## src/design/bmpu_pkg.sv

```systemverilog
// Shared types, constants and helper functions of the BMP scan-line pixel unpacker.
package bmpu_pkg;

  localparam int MAX_WIDTH  = 4096;
  localparam int MAX_HEIGHT = 4096;

  localparam int CFG_W   = 13;
  localparam int WIDTH_W = $clog2(MAX_WIDTH + 1);
  localparam int ROW_W   = $clog2(MAX_HEIGHT);
  localparam int POS_W   = $clog2(MAX_WIDTH * 3 + 4);
  localparam int X_W     = 12;
  localparam int Y_W     = 12;
  localparam int CNT_W   = 4;

  localparam int QUEUE_DEPTH = 4;
  localparam int QP_W        = $clog2(QUEUE_DEPTH);

  // Commands.
  localparam logic CMD_PALETTE = 1'b0;
  localparam logic CMD_PIXEL   = 1'b1;

  // Register indexes.
  localparam logic [1:0] REG_WIDTH  = 2'd0;
  localparam logic [1:0] REG_HEIGHT = 2'd1;
  localparam logic [1:0] REG_DEPTH  = 2'd2;

  // Depth codes.
  localparam logic [1:0] DEPTH_1  = 2'd0;
  localparam logic [1:0] DEPTH_4  = 2'd1;
  localparam logic [1:0] DEPTH_8  = 2'd2;
  localparam logic [1:0] DEPTH_24 = 2'd3;

  typedef struct packed {
    logic                 is_pal;
    logic [7:0]           idx;
    logic [23:0]          rgb;
    logic [1:0]           depth;
    logic [7:0]           data;
    logic                 gray;
    logic [X_W-1:0]       col;
    logic [Y_W-1:0]       row;
    logic [CNT_W-1:0]     count;
    logic                 done;
  } bmpu_job_t;

  function automatic logic [WIDTH_W-1:0] clamp_width(logic [CFG_W-1:0] v);
    logic [WIDTH_W-1:0] r;
    if (v == '0) begin
      r = WIDTH_W'(1);
    end else if (32'(v) > MAX_WIDTH) begin
      r = WIDTH_W'(MAX_WIDTH);
    end else begin
      r = WIDTH_W'(v);
    end
    return r;
  endfunction

  // Top row of the image: the clamped height less one.
  function automatic logic [ROW_W-1:0] top_row(logic [CFG_W-1:0] v);
    logic [ROW_W-1:0] r;
    if (v == '0) begin
      r = '0;
    end else if (32'(v) > MAX_HEIGHT) begin
      r = ROW_W'(MAX_HEIGHT - 1);
    end else begin
      r = ROW_W'(v - CFG_W'(1));
    end
    return r;
  endfunction

endpackage

```

## src/design/bmpu_queue.sv

```systemverilog
// Short job queue between the front end and the pixel back end.
module bmpu_queue import bmpu_pkg::*; (
  input  logic      clk,
  input  logic      rst,
  input  logic      push,
  input  bmpu_job_t push_job,
  output logic      full,
  input  logic      pop,
  output bmpu_job_t head,
  output logic      empty
);

  bmpu_job_t       slots [QUEUE_DEPTH];
  logic [QP_W-1:0] wr_ptr;
  logic [QP_W-1:0] rd_ptr;
  logic [QP_W:0]   count;
  logic            do_push;
  logic            do_pop;

  assign full    = (count == (QP_W+1)'(QUEUE_DEPTH));
  assign empty   = (count == '0);
  assign head    = slots[rd_ptr];
  assign do_push = push && !full;
  assign do_pop  = pop && !empty;

  always_ff @(posedge clk) begin
    if (rst) begin
      wr_ptr <= '0;
      rd_ptr <= '0;
      count  <= '0;
    end else begin
      if (do_push) begin
        wr_ptr <= wr_ptr + QP_W'(1);
      end
      if (do_pop) begin
        rd_ptr <= rd_ptr + QP_W'(1);
      end
      case ({do_push, do_pop})
        2'b10:   count <= count + (QP_W+1)'(1);
        2'b01:   count <= count - (QP_W+1)'(1);
        default: count <= count;
      endcase
    end
  end

  always_ff @(posedge clk) begin
    if (do_push) begin
      slots[wr_ptr] <= push_job;
    end
  end

endmodule

```

## config.mk

```make
export PLATFORM = sky130hd
export DESIGN_NAME = bmpu_queue
export DESIGN_NICKNAME = d
export VERILOG_FILES = /design/src/design/bmpu_pkg.sv /design/src/design/bmpu_queue.sv
export SDC_FILE = /design/constraint.sdc
export NUM_CORES = 1
export LEC_CHECK = 0
export CORE_UTILIZATION = 52
export CTS_CLUSTER_DIAMETER = 150
export CTS_CLUSTER_SIZE = 10
export DETAILED_ROUTE_END_ITERATION = 12
export DONT_BUFFER_PORTS = 1
export PLACE_DENSITY_LB_ADDON = 0.25
export SETUP_SLACK_MARGIN = 0.2
export SYNTH_ARGS = -nofsm -noshare
export SYNTH_HDL_FRONTEND = slang
export SYNTH_SLANG_ARGS = --single-unit
```

## constraint.sdc

```tcl
create_clock -name clk -period 4.9 [get_ports clk]
set_input_delay 0.98 -clock clk [delete_from_list [all_inputs] [get_ports clk]]
set_output_delay 0.98 -clock clk [all_outputs]
set_load 0.05 [all_outputs]
```

==> impl_metrics.env, run 1 <==
export IMPL_status="completed"
export IMPL_firstDrtPassIters=4
export IMPL_fill_cells=1519
export IMPL_start_util=0.5289
export IMPL_synth_ff_type="edfxtp_1"
export IMPL_period_share=0.7112
export IMPL_endpoint="head[45]"
export IMPL_setup_viol=0
export IMPL_ir_drop_mv=0.3577
export IMPL_avgSynthCellArea_sq_um=25.48
export IMPL_grt_max_degree=74
export IMPL_viasPerCell=5.882
export IMPL_worst_slew_pin_slew_ns=1.154
export IMPL_holdBufCountCts=0
export IMPL_antenna_found_initial=0
export IMPL_path_max_fanout=40
export IMPL_drv_slew=0
export IMPL_cts_sinks=301
export IMPL_synth_seq_cells=301
export IMPL_seqCellArea_sq_mm=0.008956
export IMPL_synth_nets=518
export IMPL_synth_top_cell_by_area="edfxtp_1"
export IMPL_grt_pass1_vias=4886
export IMPL_critPathKind="reg2out"
export IMPL_finish_utilization=0.5851
export IMPL_cp_arrival_ns=2.50
export IMPL_endpoint_kind="output pin"
export IMPL_top_layer_used="met4"
export IMPL_drt_wl_total_um=18460
export IMPL_io_buffers=0
export IMPL_synth_seq_area_share=0.8074
export IMPL_hold_viol=0
export IMPL_synth_top_area_share=0.7911
export IMPL_multi_input_area_sq_mm=0.001924
export IMPL_io_pins=152
export IMPL_num_antenna_cells=0
export IMPL_tritoncts_num_buffers=36
export IMPL_worstHoldPathType="reg2reg"
export IMPL_p_leak_nw=3.770
export IMPL_required_ns=3.92
export IMPL_regToRegSetupSlack_ns=1.89
export IMPL_cts_setup_buffers=0
export IMPL_synthArstFlopShare=0
export IMPL_synthDistinctLibCells=24
export IMPL_gr_total_overflow=0
export IMPL_cts_buffer_depth=3
export IMPL_synth_edf_count=292
export IMPL_final_area_sq_mm=0.01226
export IMPL_dr_wl_met2_um=9382
export IMPL_drt_iter0_drc=227
export IMPL_insertion_delay_ns=0.49
export IMPL_vias=4382
export IMPL_start_kind="flop"
export IMPL_drive_gt1_frac=0.2553
export IMPL_maxCapViolCount=0
export IMPL_htreeDepth=2
export IMPL_yosys_top_cells_area="edfxtp_1, mux4_2, dfxtp_1"
export IMPL_groute_usage_overall=0.1755
export IMPL_post_cts_resized=0
export IMPL_die_x_um=148.0
export IMPL_min_period_ns=3.485
export IMPL_syn_instance_count=435
export IMPL_wl_met3_um=1460
export IMPL_rsz0062_at_grt="false"
export IMPL_reg2reg_depth=9
export IMPL_place_area_sq_mm=0.01128
export IMPL_synth_area_sq_mm=0.01108
export IMPL_finClkSkew_ns=0.02404
export IMPL_ant_nets=0
export IMPL_r2r_end="count[2]$_SDFFE_PP0P_"
export IMPL_power_per_cell_area_mw_per_mm2=606.9
export IMPL_area_growth_pct=10.63
export IMPL_worstHoldStart="rd_ptr[1]$_SDFFE_PP0P_"
export IMPL_max_freq_mhz=286.9
export IMPL_cts_tree="done"
export IMPL_path_clk_slew_ns=0.05
export IMPL_clockRootBuffer="clkbuf_16"
export IMPL_yosysWarnings=0
export IMPL_die_y_um=148.0
export IMPL_slew_headroom=0.2307
export IMPL_core_sq_mm=0.02096
export IMPL_r2r_start="count[2]$_SDFFE_PP0P_"
export IMPL_fin_nets=541
export IMPL_dpl_hpwl_um=10140
export IMPL_die_area_sq_mm=0.02190
export IMPL_power_w=0.007441
export IMPL_grt_pass1_wl_um=28150
export IMPL_routedWlPerCell_um=24.78
export IMPL_finalWeightedCongestion=0.7176
export IMPL_rows=53
export IMPL_tns_ns=0
export IMPL_drcViolationCount=0
export IMPL_synth_common_cells="edfxtp_1, mux4_2, dfxtp_1"
export IMPL_synth_most_common_cell="edfxtp_1"
export IMPL_wl_met1_um=7280
-- worst max-delay path, stage by stage (launching register included) --
cell	delay, ns
dfxtp_4	0.88
buf_12	0.37
mux4_2	0.72
-- stage by stage --
stage | hold WS [ns] | setup slack, ns | cells
2_1_floorplan | 0.4591 | 1.445 | 435
6_report | 0.4882 | 1.415 | 745
5_1_grt | 0.5254 | 1.235 | 745
3_3_place_gp | 0.4511 | 1.820 | 695
3_5_place_dp | 0.4859 | 1.833 | 695
4_1_cts | 0.4933 | 1.316 | 745
-- worst min path at each step --
stage	to	slack [ns]	depth (start not counted)
global placement	flop	0.45	2
global route	count[2]$_SDFFE_PP0P_	0.53	1
finish	flop	0.49	2
detailed placement	flop	0.49	2
floorplan	flop	0.46	2
CTS	flop	0.49	2
-- placed cells by master, fill, tap and decap left out, drive strengths merged --
master,synthesis,layout
nand2b,2,2
nand2,1,1
mux2i,1,1
o21ai,3,3
fa,1,1
o31ai,1,1
clkbuf,1,49
inv,8,9
nor3b,1,1
or3,3,3
buf,16,2
and2,4,4
mux4,73,73
a21oi,4,4
nor2,6,6
ha,5,5
edfxtp,292,292
xor2,3,3
dfxtp,9,9
nor3,1,1
-- power by group --
group          internal (W)  switching, W  total (W)  leakage [nW]
Combinational      0.000524       0.00140    0.00192         0.541
Sequential          0.00309      0.000190    0.00328          2.75
Clock               0.00136      0.000881    0.00224         0.475
-- layout make-up --
type | instances | share of cell area
Sequential cell | 301 | 0.7304
Multi-Input combinational cell | 109 | 0.1569
Clock buffer | 49 | 0.07918
Tap cell | 275 | 0.02806
Inverter | 8 | 0.002449
Timing Repair Buffer | 2 | 0.002245
Clock inverter | 1 | 0.0007143
-- registers in the layout, indices dropped and copies added, names as in the netlist, named ones only --
name / count
count: 3
slots: 292
rd_ptr: 2
wr_ptr: 2
-- logic make-up (layout without fill, tap and decap cells) --
family | count (synthesis) | count (layout) | synth area share
AOI/OAI and AO/OA | 8 | 8 | 0.003838
xor gates and xnor gates | 3 | 3 | 0.002371
adders and majority gates | 6 | 6 | 0.007451
buffers and inverters | 25 | 60 | 0.02032
DFF | 301 | 301 | 0.8074
muxes | 74 | 74 | 0.1496
and+or+nand+nor | 18 | 18 | 0.009030
-- routing by layer --
layer  vias to the layer above  global-route usage
met5                         -                   0
met4                         0             0.05722
met3                        31             0.06358
met2                       137              0.2946
met1                      2333              0.2115
li1                       1881                   -
Note: power is estimated with default switching activity, not from simulation.
==> inputs of run 2 (changes only) <==
==> constraint.sdc (replaced) <==
create_clock -name clk -period 2.9 [get_ports clk]
set_input_delay 0.58 -clock clk [delete_from_list [all_inputs] [get_ports clk]]
set_output_delay 0.58 -clock clk [all_outputs]
set_load 0.05 [all_outputs]
==> impl_metrics.env, run 2 (synthesis gave the netlist of run 1 again) <==
export IMPL_status="completed"
export IMPL_cts_buffer_depth=3
export IMPL_grt_pass1_vias=4837
export IMPL_top_register="slots"
export IMPL_slew_headroom=0.6388
export IMPL_finClkSkew_ns=0.02296
export IMPL_io_pins=152
export IMPL_rsz0062_at_grt="false"
export IMPL_worstHoldPathType="in2reg"
export IMPL_drive_gt1_frac=0.2848
export IMPL_reg_top3="slots (292), count (3)"
export IMPL_final_cell_mix="edfxtp_1, mux4_2, clkbuf_16"
export IMPL_maxCapViolCount=0
export IMPL_intPower_w=0.008495
export IMPL_start_util=0.5289
export IMPL_insertion_delay_ns=0.49
export IMPL_num_antenna_cells=0
export IMPL_top_usage_layer="met2"
export IMPL_drcViolationCount=0
export IMPL_grtUsageMet2=0.2908
export IMPL_io_buffers=0
export IMPL_groute_usage_overall=0.1746
export IMPL_pwr_share_comb=0.282
export IMPL_start_kind="flop"
export IMPL_ant_nets=0
export IMPL_power_per_cell_area_mw_per_mm2=1017
export IMPL_grt_pass1_wl_um=27900
export IMPL_die_y_um=148.0
export IMPL_hold_viol=0
export IMPL_dpl_hpwl_um=11370
export IMPL_die_area_sq_mm=0.02190
export IMPL_drt_wl_total_um=18470
export IMPL_critPathKind="reg2out"
export IMPL_power_switching_w=0.004189
export IMPL_max_freq_mhz=390.1
export IMPL_fin_cells=756
export IMPL_worst_slew_pin_slew_ns=0.5442
export IMPL_ir_drop_mv=0.5840
export IMPL_switching_share=0.3303
export IMPL_path_max_fanout=24
export IMPL_fill_cells=1476
export IMPL_finalWeightedCongestion=0.6760
export IMPL_htreeDepth=2
export IMPL_core_sq_mm=0.02096
export IMPL_firstDrtPassIters=4
export IMPL_gr_total_overflow=0
export IMPL_layout_commonest_cell="edfxtp_1"
export IMPL_tns_ns=0
export IMPL_largest_reg_flops=292
export IMPL_grt_util_met3=0.06944
export IMPL_grt_max_degree=41
export IMPL_rows=53
export IMPL_cts_sinks=301
export IMPL_cts_tree="done"
export IMPL_path_clk_slew_ns=0.06
export IMPL_setup_viol=0
export IMPL_worstHoldStart="rst"
export IMPL_tritoncts_num_buffers=36
export IMPL_vias=4405
export IMPL_r2r_start="count[2]$_SDFFE_PP0P_"
export IMPL_endpoint_kind="output pin"
export IMPL_period_share=0.8839
export IMPL_viasPerCell=5.827
export IMPL_placed_cells=711
export IMPL_routedWlPerCell_um=24.43
export IMPL_clockPowerShare=0.294
export IMPL_drt_iter0_drc=251
export IMPL_p_leak_nw=3.881
export IMPL_min_period_ns=2.563
export IMPL_drv_slew=0
export IMPL_met1_usage=0.2091
export IMPL_antenna_found_initial=0
export IMPL_clockRootBuffer="clkbuf_16"
export IMPL_area_growth_pct=12.55
export IMPL_die_x_um=148.0
export IMPL_required_ns=2.32
export IMPL_cp_arrival_ns=1.98
export IMPL_fin_nets=558
export IMPL_holdBufCountCts=0
export IMPL_hold_ws_ns=0.1492
export IMPL_power_frac_seq=0.424
run 2: repair_timing:
item                       CTS  global route
gates resized for setup      0             0
buffers inserted             1             0
setup endpoints to repair   43             0
hold endpoints to repair     0             0
run 2: cell type report:
cell class	instances	area, sq um	share of cell area
repair buffers	19	262.8	0.02106
multi-input cells	109	1924	0.1543
flip-flops and latches	301	8956	0.7180
clock inverters	1	8.758	0.0007021
clock buffers	43	948.4	0.07603
inverters	8	30.03	0.002407
well taps	275	344.1	0.02758
run 2: layer usage:
layer / part of all wire / wire [um] / vias to the layer above
li1: - / - / 1911
met1: 0.37 / 6920 / 2326
met2: 0.51 / 9502 / 133
met3: 0.091 / 1688 / 35
met4: 0.019 / 359 / 0
met5: 0 / 0 / -
run 2: final timing paths:
| path | endpoint | slack, ns | depth (start not counted) |
|---|---|---|---|
| setup / recovery | head[26] | 0.34 | 2 |
| hold / removal | wr_ptr[0]$_SDFFE_PP0P_ | 0.15 | 1 |
| setup reg to reg | count[2]$_SDFFE_PP0P_ | 0.70 | 9 |
| hold reg to reg | flop | 0.49 | 2 |
run 2: metrics by stage:
step	setup slack, ns	power [W]	area [sq um]	utilization
CTS	0.2741	0.01286	12470	0.5953
detailed placement	0.6189	0.009079	11500	0.5489
global placement	0.6330	0.009020	11500	0.5489
global route	0.2347	0.01313	12470	0.5953
finish	0.3367	0.01268	12470	0.5953
floorplan	0.2886	0.008695	11090	-
run 2: critical path, cell delays in order (launching register included):
cell	delay, ns
dfxtp_4	0.51
buf_12	0.26
mux4_2	0.70
run 2: power groups by stage:
stage	clock network [W]	registers (W)	logic, W
global route	0.00399	0.00542	0.00373
detailed placement	0	0.00551	0.00357
finish	0.00373	0.00538	0.00358
floorplan	0	0.00536	0.00334
CTS	0.00383	0.00539	0.00364
global placement	0	0.00548	0.00354
