File: config.mk
export PLATFORM = sky130hd
export DESIGN_NAME = bmpu_front_flat
export DESIGN_NICKNAME = d
export VERILOG_FILES = /design/src/design/bmpu_pkg.sv /design/src/design/bmpu_if.sv /design/src/design/bmpu_front.sv /design/src/flat_wrapper.sv
export SDC_FILE = /design/constraint.sdc
export NUM_CORES = 1
export LEC_CHECK = 0
export BUFFER_PORTS_ARGS = -buffer_cell sky130_fd_sc_hd__buf_2
export CAP_MARGIN = 0
export CORE_ASPECT_RATIO = 2
export CORE_MARGIN = 10
export CORE_UTILIZATION = 60
export CTS_BUF_LIST = sky130_fd_sc_hd__clkbuf_8
export DETAILED_ROUTE_END_ITERATION = 8
export PLACE_DENSITY = 0.81
export SETUP_SLACK_MARGIN = 0.5
export SKIP_CTS_REPAIR_TIMING = 1
export SLEW_MARGIN = 20
export SYNTH_ARGS = -nofsm -noshare
export SYNTH_HDL_FRONTEND = slang
export SYNTH_SLANG_ARGS = --single-unit
File: constraint.sdc
create_clock -name clk -period 13.9 [get_ports clk]
set_clock_uncertainty 0.15 [all_clocks]
set_input_delay 0 -clock clk [delete_from_list [all_inputs] [get_ports clk]]
set_output_delay 0 -clock clk [all_outputs]
set_load 0.01 [all_outputs]
File: src/design/bmpu_pkg.sv
// Shared types, constants and helper functions of the BMP scan-line pixel unpacker.
package bmpu_pkg;

  localparam int MAX_WIDTH  = 4096;
  localparam int MAX_HEIGHT = 4096;

  localparam int CFG_W   = 13;
  localparam int WIDTH_W = $clog2(MAX_WIDTH + 1);
  localparam int ROW_W   = $clog2(MAX_HEIGHT);
  localparam int POS_W   = $clog2(MAX_WIDTH * 3 + 4);
  localparam int X_W     = 12;
  localparam int Y_W     = 12;
  localparam int CNT_W   = 4;

  localparam int QUEUE_DEPTH = 4;
  localparam int QP_W        = $clog2(QUEUE_DEPTH);

  // Commands.
  localparam logic CMD_PALETTE = 1'b0;
  localparam logic CMD_PIXEL   = 1'b1;

  // Register indexes.
  localparam logic [1:0] REG_WIDTH  = 2'd0;
  localparam logic [1:0] REG_HEIGHT = 2'd1;
  localparam logic [1:0] REG_DEPTH  = 2'd2;

  // Depth codes.
  localparam logic [1:0] DEPTH_1  = 2'd0;
  localparam logic [1:0] DEPTH_4  = 2'd1;
  localparam logic [1:0] DEPTH_8  = 2'd2;
  localparam logic [1:0] DEPTH_24 = 2'd3;

  typedef struct packed {
    logic                 is_pal;
    logic [7:0]           idx;
    logic [23:0]          rgb;
    logic [1:0]           depth;
    logic [7:0]           data;
    logic                 gray;
    logic [X_W-1:0]       col;
    logic [Y_W-1:0]       row;
    logic [CNT_W-1:0]     count;
    logic                 done;
  } bmpu_job_t;

  function automatic logic [WIDTH_W-1:0] clamp_width(logic [CFG_W-1:0] v);
    logic [WIDTH_W-1:0] r;
    if (v == '0) begin
      r = WIDTH_W'(1);
    end else if (32'(v) > MAX_WIDTH) begin
      r = WIDTH_W'(MAX_WIDTH);
    end else begin
      r = WIDTH_W'(v);
    end
    return r;
  endfunction

  // Top row of the image: the clamped height less one.
  function automatic logic [ROW_W-1:0] top_row(logic [CFG_W-1:0] v);
    logic [ROW_W-1:0] r;
    if (v == '0) begin
      r = '0;
    end else if (32'(v) > MAX_HEIGHT) begin
      r = ROW_W'(MAX_HEIGHT - 1);
    end else begin
      r = ROW_W'(v - CFG_W'(1));
    end
    return r;
  endfunction

endpackage

File: src/design/bmpu_if.sv
// Valid/ready channel interfaces for the input items and the emitted pixels.
interface bmpu_in_if;
  logic       valid;
  logic       ready;
  logic       command;
  logic [7:0] palette_index;
  logic [7:0] palette_red;
  logic [7:0] palette_green;
  logic [7:0] palette_blue;
  logic [7:0] data_byte;

  modport source (output valid, command, palette_index, palette_red, palette_green,
                  palette_blue, data_byte, input ready);
  modport sink (input valid, command, palette_index, palette_red, palette_green,
                palette_blue, data_byte, output ready);
endinterface


File: src/design/bmpu_front.sv
// Front end: configuration registers, scan-line counters and job building per input beat.
module bmpu_front import bmpu_pkg::*; #(
  parameter int PALETTE_DEPTH = 256
) (
  input  logic             clk,
  input  logic             rst,
  input  logic             cfg_write,
  input  logic [1:0]       cfg_index,
  input  logic [CFG_W-1:0] cfg_data,
  bmpu_in_if.sink          in,
  output logic             push,
  output bmpu_job_t        job,
  input  logic             full
);

  logic [CFG_W-1:0]   image_width;
  logic [CFG_W-1:0]   image_height;
  logic [1:0]         depth_code;
  logic               colour_seen;
  logic [WIDTH_W-1:0] column_count;
  logic [ROW_W-1:0]   row_count;
  logic [POS_W-1:0]   row_byte_pos;
  logic [1:0]         phase;
  logic [7:0]         part_blue;
  logic [7:0]         part_green;

  logic [WIDTH_W-1:0] column_count_next;
  logic [ROW_W-1:0]   row_count_next;
  logic [POS_W-1:0]   row_byte_pos_next;
  logic [1:0]         phase_next;
  logic               colour_seen_next;

  logic               accept;
  logic [WIDTH_W-1:0] w;
  logic [POS_W-1:0]   w_wide;
  logic [POS_W-1:0]   datalen;
  logic [POS_W-1:0]   padded;
  logic [POS_W-1:0]   pos_inc;
  logic               wrap;
  logic               in_data;
  logic [WIDTH_W-1:0] remain;
  logic [CNT_W-1:0]   n;
  logic               gray;
  logic               done;
  logic               idx_ok;
  logic [CFG_W-1:0]   height_sel;

  assign in.ready = !full;
  assign accept   = in.valid && in.ready;

  assign w       = clamp_width(image_width);
  assign w_wide  = POS_W'(w);
  assign pos_inc = row_byte_pos + POS_W'(1);
  assign gray    = (depth_code != DEPTH_24) && !colour_seen;
  assign remain  = w - column_count;
  assign idx_ok  = 32'(in.palette_index) < PALETTE_DEPTH;

  always_comb begin
    case (depth_code)
      DEPTH_1:  datalen = (w_wide + POS_W'(7)) >> 3;
      DEPTH_4:  datalen = (w_wide + POS_W'(1)) >> 1;
      DEPTH_8:  datalen = w_wide;
      default:  datalen = w_wide + (w_wide << 1);
    endcase
  end

  assign padded  = (datalen + POS_W'(3)) & ~POS_W'(3);
  assign wrap    = pos_inc >= padded;
  assign in_data = row_byte_pos < datalen;

  always_comb begin
    n = '0;
    if (in_data) begin
      case (depth_code)
        DEPTH_1:  n = (remain >= WIDTH_W'(8)) ? CNT_W'(8) : CNT_W'(remain);
        DEPTH_4:  n = (remain >= WIDTH_W'(2)) ? CNT_W'(2) : CNT_W'(1);
        DEPTH_8:  n = CNT_W'(1);
        default:  n = (phase == 2'd2) ? CNT_W'(1) : CNT_W'(0);
      endcase
    end
  end

  // The pixel that ends row 0 is always the last one of its beat.
  assign done = (row_count == '0) && ((column_count + WIDTH_W'(n)) == w);

  always_comb begin
    job        = '0;
    job.is_pal = (in.command == CMD_PALETTE);
    job.idx    = in.palette_index;
    job.depth  = depth_code;
    job.data   = in.data_byte;
    job.gray   = gray;
    job.col    = X_W'(column_count);
    job.row    = Y_W'(row_count);
    job.count  = n;
    job.done   = done;
    if (in.command == CMD_PALETTE) begin
      job.rgb = {in.palette_red, in.palette_green, in.palette_blue};
    end else begin
      job.rgb = {in.data_byte, part_green, part_blue};
    end
  end

  assign push = accept && ((in.command == CMD_PALETTE) || (n != '0));

  assign height_sel = (cfg_index == REG_HEIGHT) ? cfg_data : image_height;

  always_comb begin
    column_count_next = column_count;
    row_count_next    = row_count;
    row_byte_pos_next = row_byte_pos;
    phase_next        = phase;
    colour_seen_next  = colour_seen;
    if (accept && in.command == CMD_PALETTE) begin
      if (idx_ok && (in.palette_red != in.palette_green ||
                     in.palette_green != in.palette_blue)) begin
        colour_seen_next = 1'b1;
      end
    end else if (accept) begin
      if (wrap) begin
        row_byte_pos_next = '0;
        column_count_next = '0;
        phase_next        = 2'd0;
        row_count_next    = (row_count == '0) ? top_row(image_height)
                                              : row_count - ROW_W'(1);
      end else begin
        row_byte_pos_next = pos_inc;
        column_count_next = column_count + WIDTH_W'(n);
        phase_next        = (phase == 2'd2) ? 2'd0 : phase + 2'd1;
      end
    end
  end

  always_ff @(posedge clk) begin
    if (rst) begin
      image_width  <= CFG_W'(1);
      image_height <= CFG_W'(1);
      depth_code   <= DEPTH_8;
      colour_seen  <= 1'b0;
      column_count <= '0;
      row_count    <= '0;
      row_byte_pos <= '0;
      phase        <= 2'd0;
    end else if (cfg_write && (cfg_index inside {REG_WIDTH, REG_HEIGHT, REG_DEPTH})) begin
      case (cfg_index)
        REG_WIDTH:  image_width  <= cfg_data;
        REG_HEIGHT: image_height <= cfg_data;
        default:    depth_code   <= cfg_data[1:0];
      endcase
      column_count <= '0;
      row_byte_pos <= '0;
      phase        <= 2'd0;
      row_count    <= top_row(height_sel);
    end else begin
      colour_seen  <= colour_seen_next;
      column_count <= column_count_next;
      row_count    <= row_count_next;
      row_byte_pos <= row_byte_pos_next;
      phase        <= phase_next;
    end
  end

  // Blue and green of a 24-bit pixel wait here until its red byte arrives.
  always_ff @(posedge clk) begin
    if (accept && in.command == CMD_PIXEL && in_data && depth_code == DEPTH_24) begin
      if (phase == 2'd0) begin
        part_blue <= in.data_byte;
      end else if (phase == 2'd1) begin
        part_green <= in.data_byte;
      end
    end
  end

endmodule

File: src/flat_wrapper.sv
// flat-port wrapper written by rule: the top's interface ports become plain ports
module bmpu_front_flat import bmpu_pkg::*;
#(
  parameter int PALETTE_DEPTH = 256
)
  (clk, rst, cfg_write, cfg_index, cfg_data, push, job, full, in_valid, in_command, in_palette_index, in_palette_red, in_palette_green, in_palette_blue, in_data_byte, in_ready);
  bmpu_in_if in_i ();
  input  logic clk;
  input  logic rst;
  input  logic cfg_write;
  input  logic [1:0] cfg_index;
  input  logic [CFG_W-1:0] cfg_data;
  output logic push;
  output bmpu_job_t job;
  input  logic full;
  input wire logic [$bits(in_i.valid)-1:0] in_valid;
  input wire logic [$bits(in_i.command)-1:0] in_command;
  input wire logic [$bits(in_i.palette_index)-1:0] in_palette_index;
  input wire logic [$bits(in_i.palette_red)-1:0] in_palette_red;
  input wire logic [$bits(in_i.palette_green)-1:0] in_palette_green;
  input wire logic [$bits(in_i.palette_blue)-1:0] in_palette_blue;
  input wire logic [$bits(in_i.data_byte)-1:0] in_data_byte;
  output wire logic [$bits(in_i.ready)-1:0] in_ready;
  assign in_i.valid = in_valid;
  assign in_i.command = in_command;
  assign in_i.palette_index = in_palette_index;
  assign in_i.palette_red = in_palette_red;
  assign in_i.palette_green = in_palette_green;
  assign in_i.palette_blue = in_palette_blue;
  assign in_i.data_byte = in_data_byte;
  assign in_ready = in_i.ready;
  bmpu_front #(.PALETTE_DEPTH(PALETTE_DEPTH)) u_core (.clk(clk), .rst(rst), .cfg_write(cfg_write), .cfg_index(cfg_index), .cfg_data(cfg_data), .in(in_i), .push(push), .job(job), .full(full));
endmodule
==> impl_metrics.py <==
metrics = {
    "status": {
        "outcome": "completed",
    },
    "routing": {
        "drc": 0,
        "dr.pass1.iters": 6,
        "vias": 9109,
        "drtIter0Drc": 519,
        "avgRoutedWirePerCell_um": 20.4,
        "drt-total-wl_mm": 29.4,
        "vias_per_cell": 6.30,
        "ant_nets": 0,
    },
    "logic_synthesis": {
        "syn_area_per_cell_um2": 7.52,
        "synth_seq_area_share": 0.214,
        "synthesis.area_mm2": 0.00878,
        "synth_most_common_cell": "nand2_1",
        "yosysWarnings": 0,
        "async_reset_ff_frac": 0,
        "synth_top_area_frac": 0.160,
        "ys.flop_type": "dfxtp_1",
        "synthTopCellsByArea": "dfxtp_1, ha_1, a21oi_1",
        "syn_nets": 1290,
        "synth-seq-cells": 86,
        "netlist_instances": 1168,
        "yosysUniqueCellTypes": 77,
        "synth_edf_count": 16,
        "synth_common_cells": "nand2_1, a21oi_1, nor2_1",
        "yosysTopAreaCell": "dfxtp_1",
    },
    "critical_path": {
        "critPathKind": "reg -> out",
        "critPathLaunchType": "register",
        "path_max_fanout": 16,
        "critPathMaxStageDelay_ns": 0.57,
        "r2r_cells": 26,
        "end_kind": "output pin",
        "required_ns": 13.75,
        "cp_slowest_cell": "o21ai_0",
        "arrival_ns": 9.30,
    },
    "pwr": {
        "power_density_mw_per_mm2": 69.0,
        "ir_drop_uv": 69.8,
        "p_leak_uw": 0.00400,
    },
    "sta": {
        "slew_headroom": 0.304,
        "finalMaxSlewViolations": 0,
        "setup_violations": 0,
        "period_share": 0.680,
        "min_period_ns": 9.45,
        "fmax_mhz": 106,
        "final_hold_viol_count": 0,
        "rsz0062_at_grt": "false",
        "setup_tns_ns": 0,
        "tightest_slew_ns": 1.02,
    },
    "layout": {
        "final_util": 0.679,
        "antenna_cells_inserted": 0,
        "syn_to_final_growth_pct": 10.9,
        "fin_nets": 1371,
        "drive_gt1_frac": 0.153,
    },
    "placement": {
        "io_buffers": 119,
        "dp_hpwl_mm": 22.8,
        "gp_congestion": 0.986,
    },
    "floorplanning": {
        "die_h_um": 191,
        "rows": 62,
        "fp.dieW_um": 106,
        "fp.dieArea_mm2": 0.0202,
        "initial_utilization": 0.612,
        "io_pins": 136,
        "core_mm2": 0.0144,
    },
    "grt": {
        "grt_pass1_wl_mm": 44.8,
        "antenna_found_initial": 0,
        "grt-ovfl-total": 0,
        "first_global_vias": 8709,
        "grt_usage": 0.275,
        "grt_max_degree": 43,
    },
    "min_path": {
        "min_path_cells": 4,
        "worstHoldPathType": "in -> reg",
    },
    "clock_tree": {
        "clock_path_buffers": 2,
        "clock_sinks": 86,
        "root_buffer": "clkbuf_8",
        "clkSlewWorstSetupHoldPaths_ns": 0.10,
        "cts_tree": "yes",
        "h-tree-depth": 3,
        "numCtsBuffers": 9,
        "clk_latency_ns": 0.40,
    },
    "flow_run": {
        "max_cap_violations": 0,
    },
}
[report_power, final]
group	total, uW	switching (uW)	internal, uW
Sequential	274	13.0	261
Combinational	224	133	90.8
Clock	174	107	67.1
Total	671	253	419
[metal layers]
| layer | up-vias | track usage | wire length (um) |
|---|---|---|---|
| met1 | 4259 | 0.256 | 10100 |
| met2 | 374 | 0.505 | 15200 |
| met4 | 0 | 0.242 | 2590 |
| met5 | - | 0 | 0 |
| met3 | 129 | 0.0438 | 1500 |
| li1 | 4347 | - | - |
[registers in the layout, summed over array words and instances, names as in the netlist]
register,count
u_core.row_count,12
u_core.part_blue,8
u_core.phase,2
u_core.image_height,13
u_core.column_count,13
u_core.row_byte_pos,14
u_core.part_green,8
u_core.depth_code,2
u_core.colour_seen,1
u_core.image_width,13
[logic make-up (layout without fill, tap and decap cells)]
group | Yosys count | count (layout) | share of synthesized area
buffers and inverters | 142 | 228 | 0.0768
DFF | 86 | 86 | 0.214
adders and majority gates | 62 | 62 | 0.0898
muxes | 45 | 45 | 0.0550
AOI/OAI and AO/OA | 298 | 298 | 0.216
and+or+nand+nor | 444 | 444 | 0.257
xor gates and xnor gates | 91 | 91 | 0.0908
[worst paths after layout]
kind                                                          from                                    to  slack, ns
worst max register to register  u_core.image_width[3]$_SDFFE_PP0P_  u_core.column_count[11]$_SDFFE_PP0P_       5.70
worst max-delay path            u_core.image_width[3]$_SDFFE_PP0P_                                job[0]       4.45
worst min register to register  u_core.image_width[8]$_SDFFE_PP0P_    u_core.image_width[8]$_SDFFE_PP0P_       0.35
worst min-delay path                                      in_valid       u_core.colour_seen$_SDFFE_PP0P_       0.02
[cell usage in the layout (no fill, tap or decap), types with 6 or more instances in the layout]
cell / Yosys / final
and3_1: 21 / 21
edfxtp_1: 16 / 16
o22ai_1: 10 / 10
a211oi_1: 22 / 22
xnor2_1: 59 / 59
o211ai_1: 10 / 10
nand4_1: 8 / 8
clkbuf_8: 0 / 9
o21ai_0: 60 / 60
o31a_1: 7 / 7
a21oi_1: 106 / 106
dfxtp_1: 70 / 70
or2_2: 9 / 9
a21o_1: 14 / 14
buf_2: 7 / 119
and2_1: 9 / 9
nand2_1: 125 / 125
mux2_2: 26 / 26
buf_4: 31 / 13
nand3_1: 26 / 26
nor4_1: 25 / 25
nor2_1: 87 / 87
or4_1: 6 / 6
inv_1: 46 / 46
a2111oi_0: 6 / 6
nand3b_1: 20 / 20
a31oi_1: 8 / 8
o31ai_1: 7 / 6
xor2_1: 32 / 32
nor3_1: 45 / 45
nor2b_1: 24 / 24
dlygate4sd3_1: 0 / 33
mux2i_1: 19 / 19
ha_1: 59 / 59
nand2b_1: 19 / 19
[critical path, delay by kind of cell (launching register included)]
family | cells | cell delay [ns]
AOI/OAI and AO/OA | 13 | 3.94
and+or+nand+nor | 8 | 2.68
adders and majority gates | 4 | 1.24
DFF | 1 | 0.50
buffers and inverters | 2 | 0.35
xor gates and xnor gates | 2 | 0.20
[stage by stage]
step | cells | setup WS [ns] | power, uW | instance area, um2 | hold slack [ns]
floorplan | 1168 | 6.41 | 426 | 8780 | -0.106
global placement | 1397 | 5.38 | 488 | 9230 | -0.150
detailed placement | 1397 | 5.09 | 490 | 9230 | -0.150
CTS | 1413 | 4.60 | 661 | 9410 | -0.340
global route | 1446 | 3.79 | 702 | 9740 | 0.0739
finish | 1446 | 4.45 | 671 | 9740 | 0.0187
[area by class of cell]
cell class,count,area [um2]
inverters,47,176
clock buffers,9,124
fillers,1279,4610
clock inverters,7,56.3
flip-flops and latches,86,1880
multi-input cells,940,6240
repair buffers,165,1020
well taps,192,240
No activity file was read; power rests on OpenSTA's default activity.
